### src/rtl/tkvt_pkg.sv
// Package for the top-k violation tracker: field widths, limits and shared types.
// Used by every module of the block; depends on nothing.
package tkvt_pkg;

  localparam int ID_W    = 16;  // restraint index on the input
  localparam int VIOL_W  = 24;  // signed Q7.16 violation on the input
  localparam int EID_W   = 17;  // entry index, -1 marks an empty entry
  localparam int VAL_W   = 23;  // positive Q7.16 value
  localparam int SUM_W   = 39;  // Q23.16 frame sum
  localparam int CNT_W   = 17;  // restraint and violation counters
  localparam int RANK_W  = 4;

  localparam int IN_TDATA_W  = 40;
  localparam int OUT_TDATA_W = 152;
  localparam int OUT_PAD_W   = OUT_TDATA_W - (RANK_W + EID_W + 3 * VAL_W + SUM_W + CNT_W);

  localparam int DEF_TOP_COUNT      = 6;
  localparam int DEF_MAX_RESTRAINTS = 65536;

  localparam logic [EID_W-1:0] EMPTY_ID = '1;
  localparam logic [SUM_W-1:0] SUM_MAX  = '1;
  localparam logic [VAL_W-1:0] VAL_MAX  = '1;

  // Result of the shared comparator: value order plus full ranking order.
  typedef struct packed {
    logic val_lt;
    logic val_gt;
    logic ahead;
  } cmp_res_t;

endpackage

### src/rtl/tkvt_cmp.sv
// Shared comparator for the tracker: value compare and ranking order
// (larger value, then earlier stamp, then lower slot). Uses tkvt_pkg.
module tkvt_cmp
  import tkvt_pkg::*;
#(
  parameter int IDX_W = 3
) (
  input  logic [VAL_W-1:0] a_val,
  input  logic [CNT_W-1:0] a_ord,
  input  logic [IDX_W-1:0] a_idx,
  input  logic [VAL_W-1:0] b_val,
  input  logic [CNT_W-1:0] b_ord,
  input  logic [IDX_W-1:0] b_idx,
  output cmp_res_t         res
);

  always_comb begin
    res.val_lt = a_val < b_val;
    res.val_gt = a_val > b_val;
    if (a_val != b_val) begin
      res.ahead = a_val > b_val;
    end else if (a_ord != b_ord) begin
      res.ahead = a_ord < b_ord;
    end else begin
      res.ahead = a_idx < b_idx;
    end
  end

endmodule

### src/rtl/tkvt_div.sv
// Restoring divider for the frame average, one quotient bit per cycle.
// Uses tkvt_pkg for the sum and counter widths.
module tkvt_div
  import tkvt_pkg::*;
(
  input  logic             clk,
  input  logic             rst,
  input  logic             start,
  input  logic [SUM_W-1:0] dividend,
  input  logic [CNT_W-1:0] divisor,
  output logic             done,
  output logic [SUM_W-1:0] quotient
);

  localparam int STEP_W = $clog2(SUM_W + 1);
  localparam logic [STEP_W-1:0] LAST_STEP = STEP_W'(SUM_W - 1);

  logic              busy;
  logic [STEP_W-1:0] step;
  logic [CNT_W:0]    rem;
  logic [SUM_W-1:0]  work;
  logic [CNT_W-1:0]  dvs;
  logic              zero_div;
  logic [CNT_W:0]    trial;
  logic              take;

  assign trial    = {rem[CNT_W-1:0], work[SUM_W-1]};
  assign take     = trial >= {1'b0, dvs};
  assign quotient = zero_div ? '0 : work;

  always_ff @(posedge clk) begin
    if (rst) begin
      busy <= 1'b0;
      done <= 1'b0;
      step <= '0;
    end else begin
      done <= 1'b0;
      if (start) begin
        busy     <= 1'b1;
        step     <= '0;
        rem      <= '0;
        work     <= dividend;
        dvs      <= divisor;
        zero_div <= divisor == '0;
      end else if (busy) begin
        // shift in the next dividend bit, subtract when it fits
        rem  <= take ? trial - {1'b0, dvs} : trial;
        work <= {work[SUM_W-2:0], take};
        if (step == LAST_STEP) begin
          busy <= 1'b0;
          done <= 1'b1;
        end else begin
          step <= step + 1'b1;
        end
      end
    end
  end

endmodule

### src/rtl/top_k_violation_tracker.sv
// Top level of the top-k violation tracker: sequencer, table, frame statistics.
// Instantiates tkvt_cmp and tkvt_div; uses tkvt_pkg.
//
// Accepts one restraint per request and keeps the TOP_COUNT largest positive
// violations together with the frame sum, maximum and counts. An item with a
// non-positive violation is taken in the idle state alone; for a positive one,
// a single comparator walks the table to find the smallest entry, which is
// replaced if the new value is larger. After that the frame-end item computes
// the average (a start step, 39 bit-serial quotient steps, a step to take the
// result), and the table is sent largest first: each result takes a selection
// scan on the same comparator, then an output state that holds through any
// output stall. Empty entries come out with index -1 and value 0; after the
// last result the table and statistics are cleared. s_tready is low in reset
// and while an item is in progress.
module top_k_violation_tracker
  import tkvt_pkg::*;
#(
  parameter int TOP_COUNT      = DEF_TOP_COUNT,
  parameter int MAX_RESTRAINTS = DEF_MAX_RESTRAINTS
) (
  input  logic                   clk,
  input  logic                   rst,
  input  logic                   s_tvalid,
  output logic                   s_tready,
  input  logic [IN_TDATA_W-1:0]  s_tdata,  // restraint_id[15:0], violation[39:16]
  input  logic                   s_tlast,  // frame_end
  output logic                   m_tvalid,
  input  logic                   m_tready,
  // rank[3:0], entry_id[20:4], entry_violation[43:21], total_violation[82:44],
  // average_violation[105:83], max_violation[128:106], violated_count[145:129]
  output logic [OUT_TDATA_W-1:0] m_tdata,
  output logic                   m_tlast   // last
);

  localparam int IDX_W = (TOP_COUNT > 1) ? $clog2(TOP_COUNT) : 1;
  localparam logic [IDX_W-1:0] LAST_IDX = IDX_W'(TOP_COUNT - 1);
  localparam logic [CNT_W-1:0] CNT_MAX  = CNT_W'(MAX_RESTRAINTS);

  typedef enum logic [2:0] {
    ST_IDLE,
    ST_MIN,
    ST_UPD,
    ST_DIVGO,
    ST_DIV,
    ST_SEL,
    ST_OUT
  } state_t;

  state_t state;

  logic [EID_W-1:0] best_id  [TOP_COUNT];
  logic [VAL_W-1:0] best_val [TOP_COUNT];
  logic [CNT_W-1:0] best_ord [TOP_COUNT];
  logic [TOP_COUNT-1:0] emitted;

  logic [SUM_W-1:0] frame_sum;
  logic [VAL_W-1:0] frame_max;
  logic [CNT_W-1:0] positive_count;
  logic [CNT_W-1:0] restraint_count;
  logic [VAL_W-1:0] average;

  logic [ID_W-1:0]  item_id;
  logic [VAL_W-1:0] item_val;
  logic             item_end;

  logic [IDX_W-1:0] scan;
  logic [IDX_W-1:0] out_rank;
  logic             have_cand;
  logic [IDX_W-1:0] cand_idx;
  logic [VAL_W-1:0] cand_val;
  logic [CNT_W-1:0] cand_ord;
  logic [EID_W-1:0] cand_id;

  logic [ID_W-1:0]   in_id;
  logic [VIOL_W-1:0] in_viol;
  logic              in_pos;
  logic [SUM_W:0]    sum_ext;

  logic [VAL_W-1:0] cmp_a_val;
  cmp_res_t         cmp;

  logic             div_start;
  logic             div_done;
  logic [SUM_W-1:0] div_q;

  assign in_id   = s_tdata[ID_W-1:0];
  assign in_viol = s_tdata[ID_W +: VIOL_W];
  assign in_pos  = !in_viol[VIOL_W-1] && (in_viol != '0);
  assign sum_ext = {1'b0, frame_sum} + {{(SUM_W + 1 - VAL_W){1'b0}}, in_viol[VAL_W-1:0]};

  assign s_tready  = (state == ST_IDLE) && !rst;
  assign div_start = state == ST_DIVGO;
  assign cmp_a_val = (state == ST_UPD) ? item_val : best_val[scan];

  tkvt_cmp #(
    .IDX_W(IDX_W)
  ) u_cmp (
    .a_val(cmp_a_val),
    .a_ord(best_ord[scan]),
    .a_idx(scan),
    .b_val(cand_val),
    .b_ord(cand_ord),
    .b_idx(cand_idx),
    .res  (cmp)
  );

  tkvt_div u_div (
    .clk     (clk),
    .rst     (rst),
    .start   (div_start),
    .dividend(frame_sum),
    .divisor (restraint_count),
    .done    (div_done),
    .quotient(div_q)
  );

  assign m_tdata = {{OUT_PAD_W{1'b0}}, positive_count, frame_max, average, frame_sum,
                    cand_val, cand_id, RANK_W'(out_rank)};
  assign m_tlast = out_rank == LAST_IDX;

  always_ff @(posedge clk) begin
    if (rst) begin
      state           <= ST_IDLE;
      m_tvalid        <= 1'b0;
      emitted         <= '0;
      frame_sum       <= '0;
      frame_max       <= '0;
      positive_count  <= '0;
      restraint_count <= '0;
      scan            <= '0;
      out_rank        <= '0;
      have_cand       <= 1'b0;
      for (int i = 0; i < TOP_COUNT; i++) begin
        best_id[i]  <= EMPTY_ID;
        best_val[i] <= '0;
        best_ord[i] <= '0;
      end
    end else begin
      unique case (state)
        ST_IDLE: begin
          if (s_tvalid) begin
            item_id  <= in_id;
            item_val <= in_viol[VAL_W-1:0];
            item_end <= s_tlast;
            if (restraint_count < CNT_MAX) begin
              restraint_count <= restraint_count + 1'b1;
            end
            if (in_pos) begin
              if (positive_count < CNT_MAX) begin
                positive_count <= positive_count + 1'b1;
              end
              frame_sum <= sum_ext[SUM_W] ? SUM_MAX : sum_ext[SUM_W-1:0];
              if (in_viol[VAL_W-1:0] > frame_max) begin
                frame_max <= in_viol[VAL_W-1:0];
              end
              scan  <= '0;
              state <= ST_MIN;
            end else if (s_tlast) begin
              state <= ST_DIVGO;
            end
          end
        end
        ST_MIN: begin
          // track the smallest entry, first slot wins on ties
          if (scan == '0 || cmp.val_lt) begin
            cand_idx <= scan;
            cand_val <= best_val[scan];
          end
          if (scan == LAST_IDX) begin
            state <= ST_UPD;
          end else begin
            scan <= scan + 1'b1;
          end
        end
        ST_UPD: begin
          if (cmp.val_gt) begin
            best_val[cand_idx] <= item_val;
            best_id[cand_idx]  <= {1'b0, item_id};
            best_ord[cand_idx] <= restraint_count;
          end
          state <= item_end ? ST_DIVGO : ST_IDLE;
        end
        ST_DIVGO: begin
          state <= ST_DIV;
        end
        ST_DIV: begin
          if (div_done) begin
            average   <= (div_q[SUM_W-1:VAL_W] != '0) ? VAL_MAX : div_q[VAL_W-1:0];
            scan      <= '0;
            have_cand <= 1'b0;
            state     <= ST_SEL;
          end
        end
        ST_SEL: begin
          // pick the highest-ranked entry not yet sent
          if (!emitted[scan] && (!have_cand || cmp.ahead)) begin
            have_cand <= 1'b1;
            cand_idx  <= scan;
            cand_val  <= best_val[scan];
            cand_ord  <= best_ord[scan];
            cand_id   <= best_id[scan];
          end
          if (scan == LAST_IDX) begin
            m_tvalid <= 1'b1;
            state    <= ST_OUT;
          end else begin
            scan <= scan + 1'b1;
          end
        end
        ST_OUT: begin
          if (m_tready) begin
            m_tvalid  <= 1'b0;
            scan      <= '0;
            have_cand <= 1'b0;
            if (out_rank == LAST_IDX) begin
              // frame done: drop table and statistics
              out_rank        <= '0;
              emitted         <= '0;
              frame_sum       <= '0;
              frame_max       <= '0;
              positive_count  <= '0;
              restraint_count <= '0;
              for (int i = 0; i < TOP_COUNT; i++) begin
                best_id[i]  <= EMPTY_ID;
                best_val[i] <= '0;
                best_ord[i] <= '0;
              end
              state <= ST_IDLE;
            end else begin
              emitted[cand_idx] <= 1'b1;
              out_rank          <= out_rank + 1'b1;
              state             <= ST_SEL;
            end
          end
        end
        default: begin
          state <= ST_IDLE;
        end
      endcase
    end
  end

endmodule

### config.mk
export PLATFORM = sky130hd
export DESIGN_NAME = top_k_violation_tracker
export DESIGN_NICKNAME = d
export VERILOG_FILES = /design/src/rtl/tkvt_pkg.sv /design/src/rtl/tkvt_cmp.sv /design/src/rtl/tkvt_div.sv /design/src/rtl/top_k_violation_tracker.sv
export SDC_FILE = /design/constraint.sdc
export NUM_CORES = 1
export LEC_CHECK = 0
export ABC_AREA = 1
export CAP_MARGIN = 10
export CORE_MARGIN = 10
export CORE_UTILIZATION = 40
export CTS_BUF_LIST = sky130_fd_sc_hd__clkbuf_16
export CTS_CLUSTER_DIAMETER = 60
export DETAILED_ROUTE_END_ITERATION = 6
export DONT_BUFFER_PORTS = 1
export RECOVER_POWER = 25
export SLEW_MARGIN = 10
export SYNTH_ARGS = -nofsm -noshare
export SYNTH_HDL_FRONTEND = slang
export SYNTH_SLANG_ARGS = --single-unit
export TNS_END_PERCENT = 10
### constraint.sdc
create_clock -name clk -period 17.7 [get_ports clk]
set_input_delay 0.885 -clock clk [delete_from_list [all_inputs] [get_ports clk]]
set_output_delay 0.885 -clock clk [all_outputs]
set_load 0.05 [all_outputs]
======== Word-level counts from Yosys, hierarchy flattened ========
Memory sizes are Yosys's and may differ from the RTL's. A register that Yosys moved wholly into a read port is not among the register bits.
Index checks and enable logic that the tools add are counted.
storage, ports and cells
  register bits ........................... 301
  RAM bits ................................ 342
  bits of input ports ..................... 45
  output and inout port bits .............. 155
  word-level logic and storage cells ...... 244
  memories kept ........................... 3
operators by class
  add/subtract/negate cells ............... 7
  $lt $le $gt $ge ......................... 11
  eq/ne operators ......................... 25
  multiplexer cells ....................... 109
  bitwise gates (word level) .............. 22
  reductions and logical operators ........ 43
memory list
  memory    words  width  read ports  clocked after memory_dff  write ports  line                           source
  best_val  6      23     1           1                         6            top_k_violation_tracker.sv:52  logic [VAL_W-1:0] best_val [TOP_COUNT];
  best_id   6      17     1           1                         6            top_k_violation_tracker.sv:51  logic [EID_W-1:0] best_id [TOP_COUNT];
  best_ord  6      17     1           1                         6            top_k_violation_tracker.sv:53  logic [CNT_W-1:0] best_ord [TOP_COUNT];
operators by type and width
  operator                 number
  $mux W17                 23
  $mux W23                 15
  $mux W39                 8
  $pmux W23 S2             2
  $pmux W39 S2             1
  $mux W3                  23
  $pmux W17 S2             2
  $gt A23 B23 Y1           2
  $add A39 B23 Y40         1
  $add A17 B1 Y17 const B  2
  $lt A17 B17 Y1 const B   2
  $reduce_or A17 Y1        2
  $mux W1                  26
  $reduce_and A6 Y1        4
  $reduce_bool A24 Y1      1
  $lt A23 B23 Y1           1
  $ne A23 B23 Y1           1
  $reduce_or A23 Y1        1
  $pmux W3 S7              1
  $ge A18 B17 Y1           1
  $ne A2 B2 Y1 const B     9
  $or A1 B1 Y1             18
  $logic_not A17 Y1        1
  $lt A17 B17 Y1           1
  37 further kinds         69

======== Longest topological paths before layout ========
Gate-level depths: netlist of run 1.
  word-level depth ........................ 9
  mapped depth ............................ 25
  depth with buffers taken out ............ 21

======== By module ========
Synthesis of run 1 repeated with hierarchy kept, for this count alone.
unflattened totals
  cells, all modules ...................... 4,090
  area total of the unflattened synthesis .. 37,464.7 sq um
by module, submodules not included
  module                   instances  cells an instance  area each (sq um)  seq. area each (sq um)
  top_k_violation_tracker  1          3,276              31,322.5           19,588.8
  tkvt_div                 1          607                4,913.5            2,382.3
  tkvt_cmp                 1          207                1,228.7            0.0

======== Least setup slack after synthesis of run 1 ========
Ideal clock, no wire load.
  path kind ............................... register to register
  start point ............................. register (tool-made name)
  end point ............................... memory best_id[6][0], enable pin
  arrival ................................. 7,729 ps
  path slack .............................. 9,363 ps
  cell stages (with the launch flop) ...... 20
  clock period less this slack ............ 8,337 ps
  cell sequence ........................... dfxtp_1 buf_2 inv_1 buf_2 clkbuf_1 nor2_1 o22ai_1 nor2_1 a31oi_1 nand2_1 o21ai_0 ha_1 nand2_1 nor2_1 nand3_1 nor2_1 nand2_1 nand3_1 nand4_2 nor4_1
RTL lines
  element           line
  end: declaration  top_k_violation_tracker.sv:51

==> flow_results.org, run 1 <==
** Yosys
- Sequential cell area fraction in the yosys report :: 0.6053
- After synthesis, the largest family of logic cells by area is simple AND/OR/NAND/NOR gates.
- Yosys cell types :: 54
- Of the total synthesized cell area, the portion taken by AND, OR, NAND and NOR gates is 0.1746.
- Post-Synthesis Mean Instance Area :: 9.575 um2
- Multiplexer area fraction after synthesis :: 0
- For this run, the number of Yosys warnings is 0.
- Flip-flop cell with the highest count after synthesis :: edfxtp_1
- Number of instances in the synthesized netlist :: 3791
- Share of synthesized flip-flops with an asynchronous set or reset :: 0
- Post-synthesis instance area :: 0.03630 mm2
- Synthesis inferred 775 register bits.
- Share of the synthesized area in compound gates (AO/OA/AOI/OAI) :: 0.1118
- Counting flops with a built-in enable in the synthesized netlist gives 645.
- Area share of xor/xnor cells in the synthesized design :: 0.01206
- Area share of fa/ha/maj cells after synthesis :: 0.04005

** Die
- Number of top-level pins :: 200
- DIE WIDTH :: 321.2 um
- Chip Height :: 321.2 um
- The initial utilization of the core area, before any placement, comes to 0.4033.
- Placement Rows :: 110
- Placeable Area :: 0.09001 mm2
- The die covers 0.1032 mm2.

** Setup path
- Traced cell by cell, the critical path runs through buf_4, buf_4, nor2_1, nor2_1, o21ai_0, a31oi_1, nand2_1, o21ai_0, ha_1, nand4_1, nor4_2, inv_1, nand4_2, clkinv_1, nand2_2, nand2_2, buf_4.
- Worst Setup Path Type :: reg -> reg
- Depth of the most critical reg-to-reg path :: 17
- Data arrives at the worst endpoint at 6980 ps.
- For this design, the slowest cell found on the critical path is nand2_2.
- STA classifies the critical path endpoint as a flip-flop.
- Data required, critical path :: 18000 ps
- In this design, the stage delay of the slowest critical-path cell is 870 ps.
- The cell that appears most often on the critical path is buf_4.
- Critical Path Source Type :: flip-flop
- The endpoint identified for the worst register-to-register timing path is best_val[1][20].
- The worst register-to-register path has a setup slack of 11020 ps.
- In this run the worst path has a maximum fanout of 81.

** Clock network
- Setup Fix Bufs, Post-CTS :: 0
- For the worst-skew pair, the clock arrives at the later sink with an insertion delay of 670 ps.
- Cells resized by post-CTS repair :: 0
- Hold repair after CTS inserted 0 buffers.
- Clock-pin transition on the worst setup and hold timing paths :: 60 ps
- In this run the deepest clock path goes through 3 buffers.
- Cell chosen for the clock root :: clkbuf_16
- Total clock sinks :: 775
- CTS tree :: done
- Counting the buffers created by CTS gives 89.
- Htree depth :: 3

** Min path
- Hold depth :: 1
- The startpoint identified for the worst hold timing path is rst.
- Path class of the lowest-slack min-delay path :: in -> reg
- For hold timing, the worst endpoint is frame_max[18].

** STA
- The worst pin sits at a relative slew slack of -0.9686.
- Sum Neg Setup Slack :: 0 ps
- The smallest clock period supported by the final layout is computed as 6683 ps.
- Final worst clock skew :: 37.75 ps
- For the pin with the worst max-slew slack, the measured transition is 2953 ps.
- The count of final hold-check violations is 0.
- The number of max-slew violations in the final report came to 143.
- Setup repair after global routing left no endpoint under its margin.
- Post-route clock period utilization :: 0.3776
- Final-report setup violation count :: 0
- Timing would allow up to 149.6 MHz.

** Power and ir drop
- Power after layout :: 5.933 mW
- Maximum vdd ir drop :: 0.00008923 V
- Net switching share of the total power :: 0.3817
- Power Density :: 147.5 mW/mm2
- Standby leakage power :: 14.62 nW
- Cell internal pwr :: 3.668 mW
- Summed over all nets, the switching power comes to 2.265 mW.
- The share of total power dissipated in sequential elements is 0.418.
- Of the total power, the clock network draws 0.301.
- The share of total power dissipated in combinational logic is 0.281.

** Drt
- After detailed routing, the average wire length per cell comes to 21.50 um.
- Detailed-router iteration count before antenna repair :: 6
- Wires add up to 107600 um.
- DRC marker count from the first detailed-route iteration :: 2596
- Via count :: 27.22k
- Routed Antenna Nets :: 0
- Remaining routing DRC violations :: 0
- After detailed routing, the number of vias per cell comes to 5.441.

** Global routing
- Maximum number of pins on one net before global-route repair :: 95
- Number of antenna violations at the first check in global routing :: 8
- The first global-routing pass estimated 162300 um of wire.
- The number of global-route vias before repair came to 25.69k.
- For this run, the total global-route usage over all layers was measured as 0.2037.
- For this run the aggregate overflow at the end of global routing stands at 0.

** Outcome
- The run finished, with violations left.
- Violated checks :: capacitance limit, slew limit

** Place
- Post-DP HPWL :: 70250 um
- Routability-driven placement finished with a final weighted congestion of 0.9050.
- Number of buffers added on ports :: 0

** Flow run
- Max-capacitance violation count :: 3

** Final layout
- Most used cells in the layout excluding fill and tap cells :: 787 x nor2_1, 645 x edfxtp_1, 566 x nand2_1
- The multi-input combinational cells in the finished layout cover a total of 0.01238 mm2.
- Share of post-route cells with drive strength above 1 :: 0.05442
- Register Area :: 0.02198 mm2
- The library cell used most frequently in the layout, excluding fill and tap cells, is nor2_1.
- For this run, the post-layout net count is 3911.
- Counting the fill cells in the layout gives 8647.
- Layout-stage area growth over the synthesis result :: 10.82%
- Post-layout utilization of the core :: 0.4469
[cell usage after synthesis (35+ instances only)]
cell type  count  share of area
nor3_1        35         0.0048
inv_1        309          0.032
clkbuf_1     120          0.012
a21oi_1      194          0.027
dfxtp_1      130          0.072
a31oi_1       60          0.010
nand2_1      571          0.059
buf_2         46         0.0063
nand3_1       97          0.013
nor2_1       788          0.081
edfxtp_1     645           0.53
xor2_1        38         0.0092
ha_1         113          0.039
o21ai_0      407          0.056
o22ai_1       58          0.010
[area by class of cell]
type / count / area share
flip-flops and latches: 775 / 0.5463
repair buffers: 47 / 0.007931
multi-input cells: 2505 / 0.3078
clock inverters: 72 / 0.01393
diodes: 4 / 0.0002488
well taps: 1176 / 0.03658
inverters: 333 / 0.03123
clock buffers: 90 / 0.05599
[sequential cells by signal (all words and copies together) (netlist names), 23 cells and up, named ones only]
signal / flops
best_val: 184
best_ord: 136
best_id: 134
frame_sum: 39
u_div.work: 39
average: 23
cand_val: 23
frame_max: 23
item_val: 23
[power groups by stage]
stage	Clock, mW	Combinational, mW	Sequential, mW
after floorplan	0	1.22	2.42
after global placement	0	1.65	2.51
after detailed placement	0	1.66	2.52
after CTS	1.81	1.67	2.48
after global routing	1.89	1.88	2.49
final	1.79	1.67	2.48
[metrics by stage]
| step | setup slack (ps) | std cells | hold WS, ps | area [um2] |
|---|---|---|---|---|
| after floorplan | 9363 | 3797 | 430.3 | 36320 |
| after global placement | 11240 | 4836 | 451.7 | 37450 |
| after detailed placement | 11140 | 4836 | 455.1 | 37450 |
| after CTS | 11100 | 4998 | 272.2 | 40260 |
| after global routing | 10580 | 4998 | 281.8 | 40220 |
| final | 11020 | 5002 | 306.7 | 40230 |
[critical path: cells and delay by family (launching register included)]
family	cells	cell delay (ps)
adder cells (fa/ha/maj)	1	160
flip-flops	1	490
AND/OR/NAND/NOR	8	2700
AO/OA/AOI/OAI	3	490
buffers and inverters	5	2310
[logic make-up (layout without fill, tap and decap cells)]
family,count (synthesis),in the layout
fa+ha+maj,115,115
flops,775,775
xor+xnor,50,50
compound gates,759,759
buf+inv,517,542
other cells,1,11
simple gates,1574,1574
[worst max path at each step]
stage / from / end / slack [ps] / cells past startpoint
4_1_cts: flip-flop / best_val[1][20] / 11100 / 17
5_1_grt: flip-flop / best_val[1][20] / 10580 / 20
2_1_floorplan: flip-flop / best_id[6][0] / 9360 / 19
6_report: flip-flop / best_val[1][20] / 11020 / 17
3_3_place_gp: flip-flop / best_ord[1][14] / 11240 / 17
3_5_place_dp: flip-flop / best_val[1][20] / 11140 / 17
[metal layers]
metal,global-route usage,share of wire
met5,0,0.00028
met3,0.05651,0.10
met4,0.05531,0.020
met2,0.3132,0.45
met1,0.2798,0.43
(Power assumes the default switching activity.)
==> run 2, diff against run 1 <==
--- a/config.mk
+++ b/config.mk
@@ -5,7 +5,7 @@
 export SDC_FILE = /design/constraint.sdc
 export NUM_CORES = 1
 export LEC_CHECK = 0
-export ABC_AREA = 1
+export ABC_AREA = 0
 export CAP_MARGIN = 10
 export CORE_MARGIN = 10
 export CORE_UTILIZATION = 40
==> constraint.sdc (replaced) <==
create_clock -name clk -period 6.5 [get_ports clk]
set_input_delay 0.325 -clock clk [delete_from_list [all_inputs] [get_ports clk]]
set_output_delay 0.325 -clock clk [all_outputs]
set_load 0.05 [all_outputs]
==> run 2 against run 1 <==
Effect of this change: the run still ends with capacitance limit, slew limit left; die area decreased by 2.5%; clock skew decreased by 8.9 ps; clock power grew to 2.8 times the previous value; sequential share of layout area grew 0.28 points; register-to-register slack lost 10000 ps; critical path depth fell by 3.
==> flow_results.org, run 2 <==
** Outcome
- Status :: finished with violations
- The checks that failed: capacitance limit, slew limit.

** Yosys
- Post-synthesis instance area :: 0.03535 mm2 (-2.6%)
- Share of the synthesized area in compound gates (AO/OA/AOI/OAI) :: 0.06176 (-0.05005)
- Synthesized-area fraction occupied by and/or/nand/nor cells :: 0.1324 (-0.04224)
- Post-synth top area share :: 0.5479 (+0.01433)
- Share of synthesized flip-flops with an asynchronous set or reset :: 0 (unchanged)
- Sequential cell area fraction in the yosys report :: 0.6215 (+0.01626)
- The xor/xnor share of the synthesized area is 0.01487 (+0.002802).
- Post-Synthesis Mean Instance Area :: 12.62 um2 (+32%)
- Number of warnings reported in the yosys synthesis log :: 0 (unchanged)
- edfxtp_1 is the most common cell in the netlist.
- Flip-flop and latch count after synthesis :: 775 (unchanged)
- The largest total area in the synthesized netlist belongs to edfxtp_1.
- Post-synth EDFFs :: 645 (unchanged)
- Largest family of logic cells by synthesized area :: simple AND/OR/NAND/NOR gates
- Flip-flop cell with the highest count after synthesis :: edfxtp_1
- The proportion of synthesized area in mux cells is 0.09857 (+0.09857).
- The adder-cell area share of the yosys netlist came to 0.04113 (+0.001076).
- Number of instances in the synthesized netlist :: 2802 (-26%)
- Commonest cells post-synth :: 645 x edfxtp_1, 425 x nor2_1, 352 x nand2_1, 130 x dfxtp_1, 114 x mux4_2
- Yosys cell types :: 78 (+44%)
- Dominant cells by area after synthesis :: edfxtp_1 55%, dfxtp_1 7.4%, mux4_2 7.3%

** Final layout
- The utilization of the core after routing came to 0.4586 (+0.01166).
- The area growth from synthesis to layout is 13.24%.
- Most common cell after layout, fill and taps aside :: edfxtp_1
- Fillcell total :: 7782 (-10%)
- Most used cells in the layout excluding fill and tap cells :: 645 x edfxtp_1, 421 x nor2_1, 348 x nand2_1
- Final net count :: 2999 (-23%)
- The largest registers in the layout are best_val x184, best_ord x136, best_id x134.
- Share of post-route cells with drive strength above 1 :: 0.1318 (+0.07737)
- The total inserted antenna cells is 0 (-4).
- Largest register FFs :: 184 (unchanged)
- More flip-flops sit in one register than any other, and that register is best_val.
- The final non-filler cell area is 0.04003 mm2 (-0.49%).

** Drt
- Via-per-instance ratio :: 5.685 (+4.5%)
- The number of iterations in the first detailed-routing pass was 6 (unchanged).
- The post-detailed-route count of antenna-violating nets is 0 (unchanged).
- Via count :: 23.09k (-15%)
- Remaining routing DRC violations :: 0 (unchanged)
- The number of violations reported at the end of detailed-routing iteration 0 was 2312 (-11%).
- The total wirelength of the detailed-routed design is 95270 um (-11%).
- The final routed wire length divided by cell count was 23.46 um (+9.1%).

** Die
- The placeable core area was 0.08729 mm2 (-3.0%).
- The die area came to 0.1007 mm2 (-2.5%).
- The number of core rows was 108 (-1.8%).
- DIE WIDTH :: 317.3 um (-1.2%)
- Chip Height :: 317.3 um (-1.2%)
- Initial standard-cell utilization of the core :: 0.4050 (+0.001676)
- The count of pins on the block boundary is 200 (unchanged).

** Clock network
- Setup Fix Bufs, Post-CTS :: 0 (unchanged)
- The number of H-tree levels came to 3 (unchanged).
- Number of buffers created by CTS :: 82 (-7.9%)
- TritonCTS built the clock tree.
- Cell chosen for the clock root :: clkbuf_16
- The buffer levels on the longest clock path came to 3 (unchanged).
- The latest clock arrival within the worst-skew pair came to 640 ps (-30 ps).
- The clock transition at the register clock pins on the worst setup and hold paths after CTS is 60 ps (about the same).
- The total of cells resized after clock tree synthesis is 0 (unchanged).
- The number of clock sinks seen by CTS came to 775 (unchanged).

** Setup path
- By instance count, the cell type seen most on the critical path is buf_4.
- Arr. time, crit path :: 6160 ps (-820 ps)
- Largest stage delay on the critical path :: 880 ps (about the same)
- The slowest stage of the critical path is the buf_4 cell.
- Kind of cell adding the most delay to the critical path :: buffers and inverters
- The critical path goes through buf_4, mux4_2, mux2_2, mux2_2, ha_1, a21o_1, a21o_1, a21oi_1, o21ai_0, a221oi_1, buf_4, or3_2, buf_4, nor2_1.
- Critical Path Source Type :: flip-flop
- The critical path required time came to 6830 ps (-11170 ps).
- Crit-path max FO :: 80 (-1.2%)
- The worst setup path is of the reg -> reg kind.
- The number of buffer and inverter stages on the critical path came to 3 (-2).
- The worst setup path is captured at a flip-flop.

** Global routing
- Number of antenna violations at the first check in global routing :: 6 (-2)
- The global route total overflow came to 0 (unchanged).
- Vias in the first global route :: 23.16k (-9.8%)
- The largest net degree at the start of global routing was 81 (-15%).
- The first-pass GRT wire length is 144000 um (-11%).
- Overall fraction of global-route tracks in use :: 0.1873 (-0.01644)

** STA
- Count of final hold-check violations :: 0 (unchanged)
- The post-route worst hold slack is 52.55 ps (-254.1 ps).
- Final critical-path setup slack :: 675.3 ps (-10340 ps)
- Worst Tran Pin Value :: 3381 ps (+428.6 ps)
- The shortest clock period the worst path allows after layout came to 5825 ps (-858.0 ps).
- Final worst clock skew :: 28.86 ps (-8.884 ps)
- The part of the cycle the worst path needs came to 0.8961 (+0.5185).
- Maximum clock frequency :: 171.7 MHz (+15%)
- Final-report setup violation count :: 0 (unchanged)
- The final sum of negative setup slack was 0 ps (unchanged).
- The number of max-slew violations in the final report came to 104 (-27%).
- Unrepaired setup endpoints after global routing :: no
- The tightest slew margin relative to the limit came to -1.254 (-0.2857).

** Power and ir drop
- Maximum vdd ir drop :: 0.0002190 V (+150%)
- The power density of the placed cells was 330.1 mW/mm2 (+120%).
- Standby leakage power :: 13.82 nW (-5.5%)

** Min path
- The tightest min-delay check is of the in -> reg type.

** Place
- The final weighted congestion in routability-driven placement is 0.8726 (-3.6%).
- Post-DP HPWL :: 61200 um (-13%)
- Number of buffers added on ports :: 0 (unchanged)
- Instance area at placement :: 0.03677 mm2 (-1.8%)
- Setup WS pre-CTS :: 635.4 ps (-10500 ps)

** Flow run
- Max-capacitance violation count :: 3 (unchanged)
run 2: metrics by stage:
| stage | power (mW) | std cells |
|---|---|---|
| after floorplan | 7.687 | 2808 |
| after global placement | 8.262 | 3867 |
| after detailed placement | 8.325 | 3867 |
| after CTS | 13.31 | 4061 |
| after global routing | 13.71 | 4061 |
| final | 13.22 | 4061 |
run 2: report_power, final:
| part | switching, mW | total [mW] | internal (mW) |
|---|---|---|---|
| sequential | 0.528 | 6.20 | 5.68 |
| combinational | 1.18 | 2.05 | 0.870 |
| clock | 1.98 | 4.96 | 2.98 |
run 2: kinds of logic after synthesis:
kind of cell,count (synthesis)
and+or+nand+nor,1064
xor gates and xnor gates,60
AOI/OAI and AO/OA,330
muxes,198
adders and majority gates,115
buffers and inverters,259
other,1
DFF,775
run 2: final cells by class:
type / instances / area, um2 / area share
tap: 1155 / 1445 / 0.03610
timing repair buffer: 93 / 865.8 / 0.02163
clock buffer: 85 / 2127 / 0.05313
sequential: 775 / 21980 / 0.5491
clock inverter: 66 / 729.5 / 0.01822
inverter: 113 / 424.2 / 0.01060
multi-input combinational: 1774 / 12460 / 0.3112
run 2: path summary, 6_finish.rpt:
path | end | cells after the start | slack [ps] | from
hold reg to reg | best_id[5][16] | 1 | 460 | best_id[5][16]
setup / recovery | best_ord[5][10] | 14 | 680 | flip-flop
setup reg to reg | best_ord[5][10] | 14 | 680 | flip-flop
hold / removal | best_id[4][15] | 3 | 50 | rst
run 2: worst min-delay path: cells and delay by family:
kind	cells	cell delay, ps
AND/OR/NAND/NOR	3	250
run 2: repair_timing:
item                       CTS  global route
setup endpoints to repair    0             0
hold endpoints to repair    84             0
hold buffers                43             0
run 2: routing by layer:
layer | track usage | up-vias | share of wire
met5 | 0 | - | 0.00014
met4 | 0.05174 | 2 | 0.023
met3 | 0.04921 | 148 | 0.097
met2 | 0.3003 | 1002 | 0.47
met1 | 0.2494 | 11600 | 0.41
li1 | - | 10340 | -
